===== src/rtl/core/mlr_pkg.sv =====
// Shared types for the midpoint line rasteriser.
package mlr_pkg;

  // Octant classes after the endpoints are ordered so that x does not fall.
  typedef enum logic [1:0] {
    OCT_SHALLOW_UP   = 2'd0,  // x major, y rises
    OCT_STEEP_UP     = 2'd1,  // y major, y rises
    OCT_STEEP_DOWN   = 2'd2,  // y major, y falls
    OCT_SHALLOW_DOWN = 2'd3   // x major, y falls
  } mlr_octant_t;

  // Input tuser codes.
  localparam logic ACT_START = 1'b0;
  localparam logic ACT_STEP  = 1'b1;

endpackage


===== src/rtl/core/midpoint_line_rasterizer.sv =====
// Midpoint (Bresenham) line rasteriser, streaming in and out.
// Latency: a step word's pixel appears on out_* the cycle after acceptance.
// Throughput: one input word per cycle while in_tready is high; a start word yields no output word.
// The output register is the only buffer: in_tready drops only while it is full and stalled.
// Reset (rst_n low, synchronous) clears the line-active flag and the output valid.
// Line geometry and output payload registers are not reset; a start word loads them.
module midpoint_line_rasterizer #(
  parameter int COORD_BITS = 12
) (
  input  logic                                   clk,
  input  logic                                   rst_n,
  // Input channel
  input  logic                                   in_tvalid,
  output logic                                   in_tready,
  // tdata, low bit up: x_start, y_start, x_end, y_end, zero fill
  input  logic [((4*COORD_BITS+7)/8)*8-1:0]      in_tdata,
  // tuser: action (start / step)
  input  logic                                   in_tuser,
  // Output channel
  output logic                                   out_tvalid,
  input  logic                                   out_tready,
  // tdata, low bit up: pixel_x, pixel_y, zero fill
  output logic [((2*COORD_BITS+7)/8)*8-1:0]      out_tdata,
  // tlast: last_pixel
  output logic                                   out_tlast
);

  import mlr_pkg::*;

  localparam int CB      = COORD_BITS;
  localparam int AB      = COORD_BITS + 2;   // step_a / step_b width
  localparam int DB      = COORD_BITS + 4;   // decision width
  localparam int OUT_W   = ((2*COORD_BITS+7)/8)*8;
  localparam int OUT_PAD = OUT_W - 2*COORD_BITS;

  // ---------------------------------------------------------------
  // Line state
  // ---------------------------------------------------------------
  logic                 active_r,   active_nxt;
  logic signed [CB-1:0] cur_x_r,    cur_x_nxt;
  logic signed [CB-1:0] cur_y_r,    cur_y_nxt;
  logic signed [CB-1:0] stop_x_r,   stop_x_nxt;
  logic signed [CB-1:0] stop_y_r,   stop_y_nxt;
  logic signed [DB-1:0] dec_r,      dec_nxt;
  logic signed [AB-1:0] step_a_r,   step_a_nxt;
  logic signed [AB-1:0] step_b_r,   step_b_nxt;
  mlr_octant_t          oct_r,      oct_nxt;

  // Output register
  logic                 out_vld_r,  out_vld_nxt;
  logic signed [CB-1:0] pix_x_r,    pix_x_nxt;
  logic signed [CB-1:0] pix_y_r,    pix_y_nxt;
  logic                 pix_last_r, pix_last_nxt;

  // ---------------------------------------------------------------
  // Handshake: accept whenever the output register is free or draining
  // ---------------------------------------------------------------
  logic in_acc;
  logic is_start;

  assign in_tready = !out_vld_r || out_tready;
  assign in_acc    = in_tvalid && in_tready;
  assign is_start  = (in_tuser == ACT_START);

  // ---------------------------------------------------------------
  // Start word: order endpoints, classify octant, seed decision
  // ---------------------------------------------------------------
  logic signed [CB-1:0] xs, ys, xe, ye;
  logic signed [CB-1:0] x0, y0, x1, y1;
  logic signed [CB:0]   dx, dy;     // dx >= 0 after the swap
  logic signed [AB-1:0] ini_a, ini_b;
  logic signed [DB-1:0] dx_e, dy_e;
  mlr_octant_t          ini_oct;
  logic signed [DB-1:0] ini_dec;

  assign xs = $signed(in_tdata[CB-1:0]);
  assign ys = $signed(in_tdata[2*CB-1:CB]);
  assign xe = $signed(in_tdata[3*CB-1:2*CB]);
  assign ye = $signed(in_tdata[4*CB-1:3*CB]);

  always_comb begin
    if (xs > xe) begin
      x0 = xe; y0 = ye; x1 = xs; y1 = ys;
    end else begin
      x0 = xs; y0 = ys; x1 = xe; y1 = ye;
    end
    dx    = (CB+1)'(x1) - (CB+1)'(x0);
    dy    = (CB+1)'(y1) - (CB+1)'(y0);
    ini_a = AB'(dy) <<< 1;
    ini_b = -(AB'(dx) <<< 1);
    dx_e  = DB'(dx);
    dy_e  = DB'(dy);
    // a = 2dy, b = -2dx: decisions reduce to small sums of dx and dy
    if (!dy[CB] && dy <= dx) begin
      ini_oct = OCT_SHALLOW_UP;
      ini_dec = (dy_e <<< 1) - dx_e;
    end else if (!dy[CB]) begin
      ini_oct = OCT_STEEP_UP;
      ini_dec = dy_e - (dx_e <<< 1);
    end else if (dy <= -dx) begin
      ini_oct = OCT_STEEP_DOWN;
      ini_dec = dy_e + (dx_e <<< 1);
    end else begin
      ini_oct = OCT_SHALLOW_DOWN;
      ini_dec = (dy_e <<< 1) + dx_e;
    end
  end

  // ---------------------------------------------------------------
  // Step word: last-pixel test and one midpoint update
  // ---------------------------------------------------------------
  logic                 is_last;
  logic signed [DB-1:0] a_e, b_e;
  logic signed [DB-1:0] add_major, add_minor;
  logic signed [CB-1:0] stp_x, stp_y;

  assign a_e = DB'(step_a_r);
  assign b_e = DB'(step_b_r);

  always_comb begin
    stp_x     = cur_x_r;
    stp_y     = cur_y_r;
    add_major = '0;
    add_minor = '0;
    is_last   = 1'b0;
    case (oct_r)
      OCT_SHALLOW_UP: begin
        is_last   = (cur_x_r == stop_x_r);
        stp_x     = cur_x_r + CB'(1);
        add_major = a_e;
        if (dec_r > 0) begin
          stp_y     = cur_y_r + CB'(1);
          add_minor = b_e;
        end
      end
      OCT_STEEP_UP: begin
        is_last   = (cur_y_r == stop_y_r);
        stp_y     = cur_y_r + CB'(1);
        add_major = b_e;
        if (dec_r < 0) begin
          stp_x     = cur_x_r + CB'(1);
          add_minor = a_e;
        end
      end
      OCT_STEEP_DOWN: begin
        is_last   = (cur_y_r == stop_y_r);
        stp_y     = cur_y_r - CB'(1);
        add_major = -b_e;
        if (dec_r > 0) begin
          stp_x     = cur_x_r + CB'(1);
          add_minor = a_e;
        end
      end
      default: begin
        is_last   = (cur_x_r == stop_x_r);
        stp_x     = cur_x_r + CB'(1);
        add_major = a_e;
        if (dec_r < 0) begin
          stp_y     = cur_y_r - CB'(1);
          add_minor = -b_e;
        end
      end
    endcase
  end

  // ---------------------------------------------------------------
  // Next-state selection
  // ---------------------------------------------------------------
  always_comb begin
    active_nxt   = active_r;
    cur_x_nxt    = cur_x_r;
    cur_y_nxt    = cur_y_r;
    stop_x_nxt   = stop_x_r;
    stop_y_nxt   = stop_y_r;
    dec_nxt      = dec_r;
    step_a_nxt   = step_a_r;
    step_b_nxt   = step_b_r;
    oct_nxt      = oct_r;
    out_vld_nxt  = out_vld_r && !out_tready;
    pix_x_nxt    = pix_x_r;
    pix_y_nxt    = pix_y_r;
    pix_last_nxt = pix_last_r;

    if (in_acc) begin
      if (is_start) begin
        // new line replaces any line in flight
        active_nxt = 1'b1;
        cur_x_nxt  = x0;
        cur_y_nxt  = y0;
        stop_x_nxt = x1;
        stop_y_nxt = y1;
        dec_nxt    = ini_dec;
        step_a_nxt = ini_a;
        step_b_nxt = ini_b;
        oct_nxt    = ini_oct;
      end else if (active_r) begin
        out_vld_nxt  = 1'b1;
        pix_x_nxt    = cur_x_r;
        pix_y_nxt    = cur_y_r;
        pix_last_nxt = is_last;
        if (is_last) begin
          active_nxt = 1'b0;
        end else begin
          cur_x_nxt = stp_x;
          cur_y_nxt = stp_y;
          dec_nxt   = dec_r + add_major + add_minor;
        end
      end
    end
  end

  // ---------------------------------------------------------------
  // Registers
  // ---------------------------------------------------------------
  always_ff @(posedge clk) begin
    if (!rst_n) begin
      active_r  <= 1'b0;
      out_vld_r <= 1'b0;
    end else begin
      active_r  <= active_nxt;
      out_vld_r <= out_vld_nxt;
    end
  end

  always_ff @(posedge clk) begin
    cur_x_r    <= cur_x_nxt;
    cur_y_r    <= cur_y_nxt;
    stop_x_r   <= stop_x_nxt;
    stop_y_r   <= stop_y_nxt;
    dec_r      <= dec_nxt;
    step_a_r   <= step_a_nxt;
    step_b_r   <= step_b_nxt;
    oct_r      <= oct_nxt;
    pix_x_r    <= pix_x_nxt;
    pix_y_r    <= pix_y_nxt;
    pix_last_r <= pix_last_nxt;
  end

  // ---------------------------------------------------------------
  // Outputs
  // ---------------------------------------------------------------
  assign out_tvalid = out_vld_r;
  assign out_tlast  = pix_last_r;
  generate
    if (OUT_PAD > 0) begin : g_pad
      assign out_tdata = {{OUT_PAD{1'b0}}, pix_y_r, pix_x_r};
    end else begin : g_nopad
      assign out_tdata = {pix_y_r, pix_x_r};
    end
  endgenerate

endmodule


===== config.mk =====
export PLATFORM = sky130hd
export DESIGN_NAME = midpoint_line_rasterizer
export DESIGN_NICKNAME = d
export VERILOG_FILES = /design/src/rtl/core/mlr_pkg.sv /design/src/rtl/core/midpoint_line_rasterizer.sv
export SDC_FILE = /design/constraint.sdc
export NUM_CORES = 1
export LEC_CHECK = 0
export ABC_AREA = 1
export ABC_CLOCK_PERIOD_IN_PS = 8510
export BUFFER_PORTS_ARGS = -buffer_cell sky130_fd_sc_hd__buf_2
export CORE_MARGIN = 5
export CORE_UTILIZATION = 30
export CTS_BUF_LIST = sky130_fd_sc_hd__clkbuf_16
export DETAILED_ROUTE_END_ITERATION = 7
export GPL_TIMING_DRIVEN = 1
export PLACE_DENSITY = 0.55
export SYNTH_ARGS = -nofsm -noshare
export SYNTH_HDL_FRONTEND = slang
export SYNTH_SLANG_ARGS = --single-unit

===== constraint.sdc =====
create_clock -name clk -period 8.51 [get_ports clk]
set_input_delay 1.2765 -clock clk [delete_from_list [all_inputs] [get_ports clk]]
set_output_delay 1.2765 -clock clk [all_outputs]
set_load 0.05 [all_outputs]

# Word-level counts from Yosys, hierarchy flattened
# Cells that the tools add are included.
dict set report totals {
  regBits 120
  wordCells 97
  output_inout_bits 27
}
dict set report classes {
  reduce_logical 15
  eq_ne 10
  addsub 14
  n_mux 37
  magnitude_cmp 5
  n_bitwise 2
}
# op n
set ops {}
lappend ops {{two-way mux 12 bit} 14}
lappend ops {{two-way mux 16 bit} 10}
lappend ops {{one-hot mux 16 bit (3 select lines)} 1}
lappend ops {{one-hot mux 12 bit (3 select lines)} 1}
lappend ops {{adder 16 bit} 2}
lappend ops {{one-hot mux 16 bit (2 select lines)} 1}
lappend ops {{<= comparator 13 bit} 2}
lappend ops {{subtractor 12 x 12 -> 13 bit} 2}
lappend ops {{adder 12 x 2 -> 12 bit (second input constant)} 2}
lappend ops {{== test 12 bit} 2}
lappend ops {{one-hot mux 12 bit (2 select lines)} 1}
lappend ops {{greater-than comparator 16 x 1 -> 1 bit (second input constant)} 1}
lappend ops {{< comparator 16 x 1 -> 1 bit (second input constant)} 1}
lappend ops {{negation 14 -> 16 bit} 1}
lappend ops {{adder 13 x 14 -> 15 bit} 1}
lappend ops {{adder 14 x 13 -> 15 bit} 1}
lappend ops {{subtractor 13 x 14 -> 15 bit} 1}
lappend ops {{subtractor 14 x 13 -> 15 bit} 1}
lappend ops {{negation 14 bit} 1}
lappend ops {{negation 13 bit} 1}
lappend ops {{greater-than comparator 12 bit} 1}
lappend ops {{subtractor 12 x 2 -> 12 bit (second input constant)} 1}
lappend ops {{AND reduction 5 bit} 2}
lappend ops {{two-way mux 1 bit} 9}
lappend ops {{other kinds (14)} 23}

# Longest topological paths before layout
# Gate-level depths: netlist of run 1.
dict set report logic_depth {
  word_depth 9
  ltp_mapped 47
  ltp_nobuf 44
}

# Worst setup path before layout of run 1
# OpenSTA, ideal clock, no wires.
dict set report synth_timing {
  path_kind {input to register}
  from {input port in_tdata[35]}
  to {register dec_r[14], data pin}
  required_ps 8254
  setup_slack_ps 1641
  path_stages 40
  setup_time_ps 256
  arrival_ps 6613
  cell_sequence {inv_1 -> ha_1 -> a21o_1 -> nor2_1 -> nand3_1 -> nand2_2 -> nand3_4 -> buf_8 -> buf_8 -> buf_8 -> o21ai_4 -> o211ai_4 -> ha_1 -> inv_1 -> nand2_1 -> nand2_1 -> nand3_1 -> xor2_1 -> [4 not listed] -> nand4_1 -> xor2_1 -> ha_1 -> nand2_1 -> nor2_1 -> or3b_2 -> o211ai_1 -> nand2_1 -> inv_1 -> nand2_1 -> a21oi_1 -> nor2_1 -> o21ai_0 -> nand3_1 -> nand2_1 -> nand2_1 -> nand3_1 -> nand2_1}
}
dict set report synth_via {
  elab_chain_cells 9
}
# element line_no
set synth_rtl {}
lappend synth_rtl {{from (decl)} midpoint_line_rasterizer.sv:16} ;# input logic [((4*COORD_BITS+7)/8)*8-1:0] in_tdata,
lappend synth_rtl {{greater-than comparator 12 bit} midpoint_line_rasterizer.sv:82} ;# if (xs > xe) begin
lappend synth_rtl {{two-way mux 12 bit} midpoint_line_rasterizer.sv:82}
lappend synth_rtl {{subtractor 12 x 12 -> 13 bit} midpoint_line_rasterizer.sv:87} ;# dx = (CB+1)'(x1) - (CB+1)'(x0);
lappend synth_rtl {{negation 13 bit} midpoint_line_rasterizer.sv:100} ;# end else if (dy <= -dx) begin
lappend synth_rtl {{<= comparator 13 bit} midpoint_line_rasterizer.sv:100}
lappend synth_rtl {{two-way mux 16 bit} midpoint_line_rasterizer.sv:100}
lappend synth_rtl {{two-way mux 16 bit} midpoint_line_rasterizer.sv:97} ;# end else if (!dy[CB]) begin
lappend synth_rtl {{two-way mux 16 bit *} midpoint_line_rasterizer.sv:94} ;# if (!dy[CB] && dy <= dx) begin
lappend synth_rtl {{two-way mux 16 bit *} midpoint_line_rasterizer.sv:185} ;# if (is_start) begin
lappend synth_rtl {{to (signal assigned)} midpoint_line_rasterizer.sv:230} ;# dec_r <= dec_nxt;
lappend synth_rtl {{to (decl)} midpoint_line_rasterizer.sv:44} ;# logic signed [DB-1:0] dec_r, dec_nxt;
# Every way passes the cells marked *; elsewhere a longest branch is shown, timed or not.
# A chain may end at the register's enable or synchronous reset.

# Worst setup path in the final report of run 1
dict set report layout_timing {
  from {input port in_tdata[11]}
  to {register dec_r[14], data pin}
}
# Same word-level chain as after synthesis.

==> impl_metrics.py, run 1 <==
metrics = {
    "placed_design": {
        "port_buffers": 79,
        "place.gp.congestion": 0.9589,
        "placed_area_mm2": 0.01322,
        "dp_hpwl_um": 29490,
        "placed_cells": 2220,
    },
    "route": {
        "vias": 11310,
        "vias_per_cell": 5.024,
        "ant_nets": 0,
        "dr.pass1.iters": 6,
        "route.detailed.drc": 0,
        "drt_iter0_markers": 1061,
        "wl_per_cell_um": 16.66,
        "routed_wl_um": 37520,
    },
    "synthesis": {
        "syn_area_mm2": 0.01216,
        "synth_nets": 1818,
        "synthSimpleGateAreaFrac_pct": 22.86,
        "yosysTopAreaCell": "edfxtp_1",
        "synthXorXnorAreaFrac_pct": 6.748,
        "yosys-top-cells-area": "edfxtp_1, ha_1, nand2_1",
        "synthMuxAreaShare_pct": 0.1749,
        "synth_compound_area_share_pct": 16.08,
        "synthArstFlopShare_pct": 0,
        "synth_adder_area_share_pct": 15.33,
        "yosysUniqueCellTypes": 63,
        "ys_seq_elements": 119,
        "synth-edff-count": 117,
        "syn_area_per_cell_um2": 7.472,
        "synth_cells": 1628,
        "synth_flop_cell": "edfxtp_1",
        "yosys_warnings": 0,
        "synth_top_family_by_area": "simple AND/OR/NAND/NOR gates",
        "synth_top_area_share_pct": 28.88,
        "synth_sequential_area_ratio_pct": 29.21,
    },
    "pwr": {
        "p_sw_mw": 2.267,
        "p_sw_share_pct": 50.44,
        "p_leak_nw": 6.596,
        "vdd_drop_max_v": 0.0001559,
        "p_per_area_mw_per_mm2": 326.8,
        "combPwrFrac_pct": 65.7,
        "clockPowerShare_pct": 15.0,
        "p_int_mw": 2.228,
        "power_frac_seq_pct": 19.3,
    },
    "cts": {
        "clk_path_buf_depth": 2,
        "h-tree-depth": 4,
        "cts_buffers": 17,
        "postCtsSetupBuffers": 0,
        "cts_root_buffer": "clkbuf_16",
        "cts_sinks": 119,
        "clkLatencyLatePin_ns": 0.43,
        "path_clk_slew_ns": 0.06,
        "cts_tree": "built",
        "cts_resized": 0,
        "ctsHoldBuffers": 0,
    },
    "sta": {
        "worstMarginPinSlew_ns": 1.129,
        "setup_viol": 0,
        "fin_worst_skew_ns": 0.01564,
        "period_share_pct": 87.54,
        "finalHoldViolCount": 0,
        "period_needed_ns": 7.449,
        "final.setup.tns_ns": 0,
        "drv_slew": 0,
        "fmax_ghz": 0.1342,
        "rsz0062_at_grt": "false",
        "slew_headroom_pct": 24.51,
        "hold_ws_ns": 0.4938,
    },
    "worst_setup_path": {
        "cp-start-kind": "input port",
        "crit_top_cell": "nand2_1",
        "r2r_slack_ns": 3.09,
        "worstSetupPathType": "in -> reg",
        "cpPeakStageDelay_ns": 0.51,
        "endpoint_kind": "flip-flop",
        "worstPathMaxFanout": 14,
        "slowest_stage": "nor3_1",
        "crit_required_ns": 8.68,
        "cp_data_arrival_time_ns": 7.62,
    },
    "die": {
        "die_h_um": 211.4,
        "placementRows": 73,
        "dieArea_mm2": 0.04468,
        "pin_count": 80,
        "die_x_um": 211.4,
        "start_util_pct": 30.48,
        "core-area_mm2": 0.03991,
    },
    "cells_and_area": {
        "n_fill_cell": 4172,
        "diodes": 0,
        "fin_util_pct": 34.46,
        "mostFrequentLayoutCells": "nand2_1, inv_1, o21ai_0",
        "final_cell_area_mm2": 0.01375,
        "drive_gt1_share_pct": 11.00,
        "final_common_cell": "nand2_1",
        "area_delta_synth_final_pct": 13.07,
        "final_cells": 2252,
        "fin_nets": 1904,
    },
    "global_routing": {
        "grt_max_degree": 48,
        "grt_overflow": 0,
        "grt_antenna_before_repair": 0,
        "grt_use_total_pct": 16.73,
        "first_global_vias": 10990,
        "grt_pass1_wl_um": 59730,
    },
    "worst_hold_path": {
        "hold_class": "reg -> reg",
    },
    "flow_run": {
        "max_cap_violations": 0,
    },
    "run_status": {
        "status": "finished clean",
    },
}
-- final timing paths --
kind	start	to	depth (start not counted)
worst min-delay path	cur_x_r[5]	pix_x_r[5]	0
worst max-delay path	in_tdata[11]	dec_r[14]	42
worst max register to register	oct_r[0]	dec_r[15]	25
worst min register to register	cur_x_r[5]	pix_x_r[5]	0
-- layer usage --
| metal | wire length, um | global-route usage [%] | up-vias |
|---|---|---|---|
| li1 | - | - | 5617 |
| met2 | 17110 | 27.55 | 362 |
| met4 | 958 | 5.020 | 0 |
| met3 | 2137 | 2.401 | 57 |
| met1 | 17310 | 22.90 | 5278 |
| met5 | 0 | 0 | - |
-- final cells by class --
type                       instances  area (um2)  area share (%)
tap                              525       656.9           4.776
multi-input combinational       1213        7455           54.20
sequential                       119        3553           25.83
clock buffer                      17       425.4           3.093
timing repair buffer             105       590.6           4.294
inverter                         258       968.4           7.041
clock inverter                    15       105.1          0.7641
-- power by group through the flow --
stage / clock network (mW) / registers, mW / logic (mW)
3_3_place_gp: 0 / 0.879 / 2.88
4_1_cts: 0.683 / 0.867 / 2.94
5_1_grt: 0.709 / 0.877 / 3.38
2_1_floorplan: 0 / 0.858 / 2.16
6_report: 0.672 / 0.868 / 2.95
3_5_place_dp: 0 / 0.880 / 2.92
-- Yosys cell counts (3+ instances only) --
library cell / count
a221oi_1: 3
o31ai_1: 8
nand3_2: 4
a31oi_1: 9
o221ai_1: 8
nand4_1: 15
buf_1: 3
buf_8: 3
o22ai_1: 14
nand2_1: 381
a21o_1: 3
ha_1: 117
a22oi_1: 6
or2_2: 12
nand2_2: 11
a21oi_1: 103
nand3_1: 102
nor3_1: 11
xnor2_1: 16
o211ai_1: 8
nor2_1: 87
inv_1: 249
o21ai_0: 141
buf_2: 4
edfxtp_1: 117
o21ai_1: 8
clkbuf_1: 24
nor4_1: 7
o21bai_1: 10
inv_2: 8
and2_1: 3
xor2_1: 69
a211oi_1: 3
buf_4: 3
fa_1: 20
-- registers in the layout, indices dropped and copies added, names as in the netlist --
| register | cells |
|---|---|
| dec_r | 16 |
| step_a_r | 13 |
| step_b_r | 13 |
| cur_x_r | 12 |
| cur_y_r | 12 |
| pix_x_r | 12 |
| pix_y_r | 12 |
| stop_x_r | 12 |
| stop_y_r | 12 |
| oct_r | 2 |
| active_r | 1 |
| out_tlast | 1 |
| out_tvalid | 1 |
-- logic make-up after synthesis --
group	after synthesis
flip-flops	119
multiplexers	2
buffers and inverters	296
AND/OR/NAND/NOR	645
adder cells (fa/ha/maj)	137
AO/OA/AOI/OAI	340
XOR/XNOR	89
-- through the flow --
| stage | total power [mW] | worst slack, ns |
|---|---|---|
| floorplan | 3.017 | 1.641 |
| global placement | 3.760 | 0.9069 |
| detailed placement | 3.795 | 0.6909 |
| CTS | 4.487 | 1.125 |
| global route | 4.965 | 0.4225 |
| finish | 4.495 | 1.061 |
-- critical path, delay by kind of cell --
family / cells / cell delay [ns]
xor+xnor: 2 / 0.26
compound gates: 4 / 0.67
fa+ha+maj: 3 / 0.86
simple gates: 25 / 3.63
buf+inv: 8 / 0.95
Power figures use the tool's default switching activity.
==> run 2, diff against run 1 <==
ABC_AREA = 0   (was 1)
==> run 2 against run 1 <==
Sequential cell count unchanged. Non-clock buffer count up 15. Fmax down 6.1%. Power up 2.1%. Utilization down 0.18 points. Critical path type unchanged. Critical endpoint is now dec_r[15]. Largest cell class unchanged. Highest routed layer is now met5.
==> impl_metrics.py, run 2 <==
metrics = {
    "worst_setup_path": {
        "crit_top_cell": "ha_1",
        "cp_data_arrival_time_ns": 8.23,
        "crit_required_ns": 8.81,
        "slowest_stage": "ha_1",
        "cpPeakStageDelay_ns": 0.47,
        "worstPathMaxFanout": 12,
        "endpoint_kind": "flip-flop",
        "worstSetupPathType": "in -> reg",
        "cp-start-kind": "input port",
    },
    "synthesis": {
        "synth.top_cells.by_count": "nand2_1, inv_1, nor2_1",
        "synth_sequential_area_ratio_pct": 27.45,
        "synth_top_area_share_pct": 27.14,
        "yosysMostFrequentCell": "nand2_1",
        "syn_area_mm2": 0.01295,
        "yosys-top-cells-area": "edfxtp_1, ha_1, xnor2_1",
        "yosysUniqueCellTypes": 93,
        "synth_flop_cell": "edfxtp_1",
        "syn_area_per_cell_um2": 8.418,
        "synth-edff-count": 117,
        "synth_cells": 1538,
        "synth_nets": 1728,
        "yosys_warnings": 0,
        "ys_seq_elements": 119,
        "synthArstFlopShare_pct": 0,
        "yosysTopAreaCell": "edfxtp_1",
    },
    "flow_run": {
        "max_cap_violations": 0,
    },
    "cts": {
        "clkLatencyLatePin_ns": 0.43,
        "path_clk_slew_ns": 0.06,
        "cts_buffers": 17,
        "ctsHoldBuffers": 0,
        "clk_path_buf_depth": 2,
        "postCtsSetupBuffers": 0,
        "h-tree-depth": 4,
        "cts_sinks": 119,
        "cts_root_buffer": "clkbuf_16",
        "cts_tree": "built",
        "cts_resized": 0,
    },
    "sta": {
        "fmax_ghz": 0.1261,
        "slew_headroom_pct": 28.45,
        "rsz0062_at_grt": "false",
        "worstMarginPinSlew_ns": 1.072,
        "final.setup.tns_ns": 0,
        "period_share_pct": 93.19,
        "fin_worst_skew_ns": 0.01392,
        "drv_slew": 0,
        "setup_viol": 0,
        "finalHoldViolCount": 0,
        "period_needed_ns": 7.930,
    },
    "cells_and_area": {
        "n_fill_cell": 4443,
        "area_delta_synth_final_pct": 13.56,
        "multiInputGateArea_mm2": 0.008600,
        "reg_top3": "dec_r (16), step_a_r (13), step_b_r (13)",
        "drive_gt1_share_pct": 11.72,
        "fin_nets": 1807,
        "final_common_cell": "nand2_1",
        "top_register": "dec_r",
        "register_area_mm2": 0.003553,
        "mostFrequentLayoutCells": "nand2_1, inv_1, nor2_1, ha_1, edfxtp_1",
        "largest_reg_flops": 16,
    },
    "global_routing": {
        "grt_max_degree": 72,
        "grt_use_total_pct": 17.29,
        "grt_overflow": 0,
        "grt_antenna_before_repair": 1,
        "first_global_vias": 11210,
        "grt_pass1_wl_um": 65070,
    },
    "pwr": {
        "vdd_drop_max_v": 0.0001691,
        "p_leak_nw": 6.057,
        "total_power_mw": 4.591,
        "p_per_area_mw_per_mm2": 312.3,
    },
    "die": {
        "core-area_mm2": 0.04289,
        "placementRows": 76,
        "dieArea_mm2": 0.04741,
        "start_util_pct": 30.19,
        "die_h_um": 217.7,
        "pin_count": 80,
        "die_x_um": 217.7,
    },
    "route": {
        "dr.pass1.iters": 5,
        "routed_wl_um": 41740,
        "met1_length_um": 19720,
        "drt_iter0_markers": 885,
        "wl_met2_um": 19520,
        "route.detailed.drc": 0,
        "wl_per_cell_um": 18.84,
        "vias_per_cell": 5.254,
        "top_layer": "met5",
        "ant_nets": 0,
        "vias": 11640,
        "dr_wl_met3_um": 1594,
    },
    "placed_design": {
        "port_buffers": 79,
        "place.gp.congestion": 0.9839,
        "dp_hpwl_um": 32890,
    },
    "run_status": {
        "status": "finished clean",
    },
    "worst_hold_path": {
        "hold_class": "reg -> reg",
    },
}
==> run 2: path summary, 6_finish.rpt <==
kind | start | to | slack [ns] | cells after the start
max | in_tdata[33] | dec_r[15] | 0.58 | 31
min | active_r | active_r | 0.48 | 2
max reg2reg | oct_r[1] | dec_r[13] | 2.44 | 20
min reg2reg | active_r | active_r | 0.48 | 2
==> run 2: layer usage <==
layer | vias to the layer above | track usage (%)
met3 | 45 | 1.999
met1 | 5645 | 23.88
met2 | 266 | 28.76
li1 | 5680 | -
met4 | 2 | 4.773
met5 | - | 0
==> run 2: area by class of cell <==
| type | count | area share, % |
|---|---|---|
| Sequential cell | 119 | 24.17 |
| Inverter | 139 | 3.634 |
| Timing Repair Buffer | 120 | 4.783 |
| Tap cell | 585 | 4.979 |
| Clock inverter | 14 | 1.030 |
| Multi-Input combinational cell | 1220 | 58.49 |
| Antenna cell | 1 | 0.01702 |
| Clock buffer | 17 | 2.894 |
==> run 2: through the flow <==
stage                     utilization [%]  std cells  instance area [um2]  hold WS [ns]  worst slack, ns
final                               34.28       2215                14700        0.4817           0.5799
after CTS                           34.27       2214                14700        0.4831           0.7311
after global routing                34.27       2214                14700        0.5173          0.03100
after detailed placement            32.93       2183                14120        0.4791           0.3261
after floorplan                         -       1538                12950        0.4570            1.023
after global placement              32.93       2183                14120        0.4663           0.5595
==> run 2: kinds of logic after synthesis <==
| group | synth area share, % |
|---|---|
| adder cells (fa/ha/maj) | 15.10 |
| AO/OA/AOI/OAI | 22.62 |
| multiplexers | 2.145 |
| XOR/XNOR | 8.157 |
| buffers and inverters | 6.224 |
| AND/OR/NAND/NOR | 18.31 |
| flip-flops | 27.45 |
==> run 2: power breakdown <==
group / switching [mW] / total, mW / internal (mW)
logic: 1.79 / 2.98 / 1.20
registers: 0.0777 / 0.875 / 0.797
clock network: 0.303 / 0.735 / 0.432
total: 2.17 / 4.59 / 2.42
==> run 2: critical path, delay by kind of cell <==
kind                       cells  cell delay [ns]
xor gates and xnor gates       2             0.18
and+or+nand+nor                7             1.43
AOI/OAI and AO/OA             15             3.98
buffers and inverters          4             0.39
adders and majority gates      3             0.96
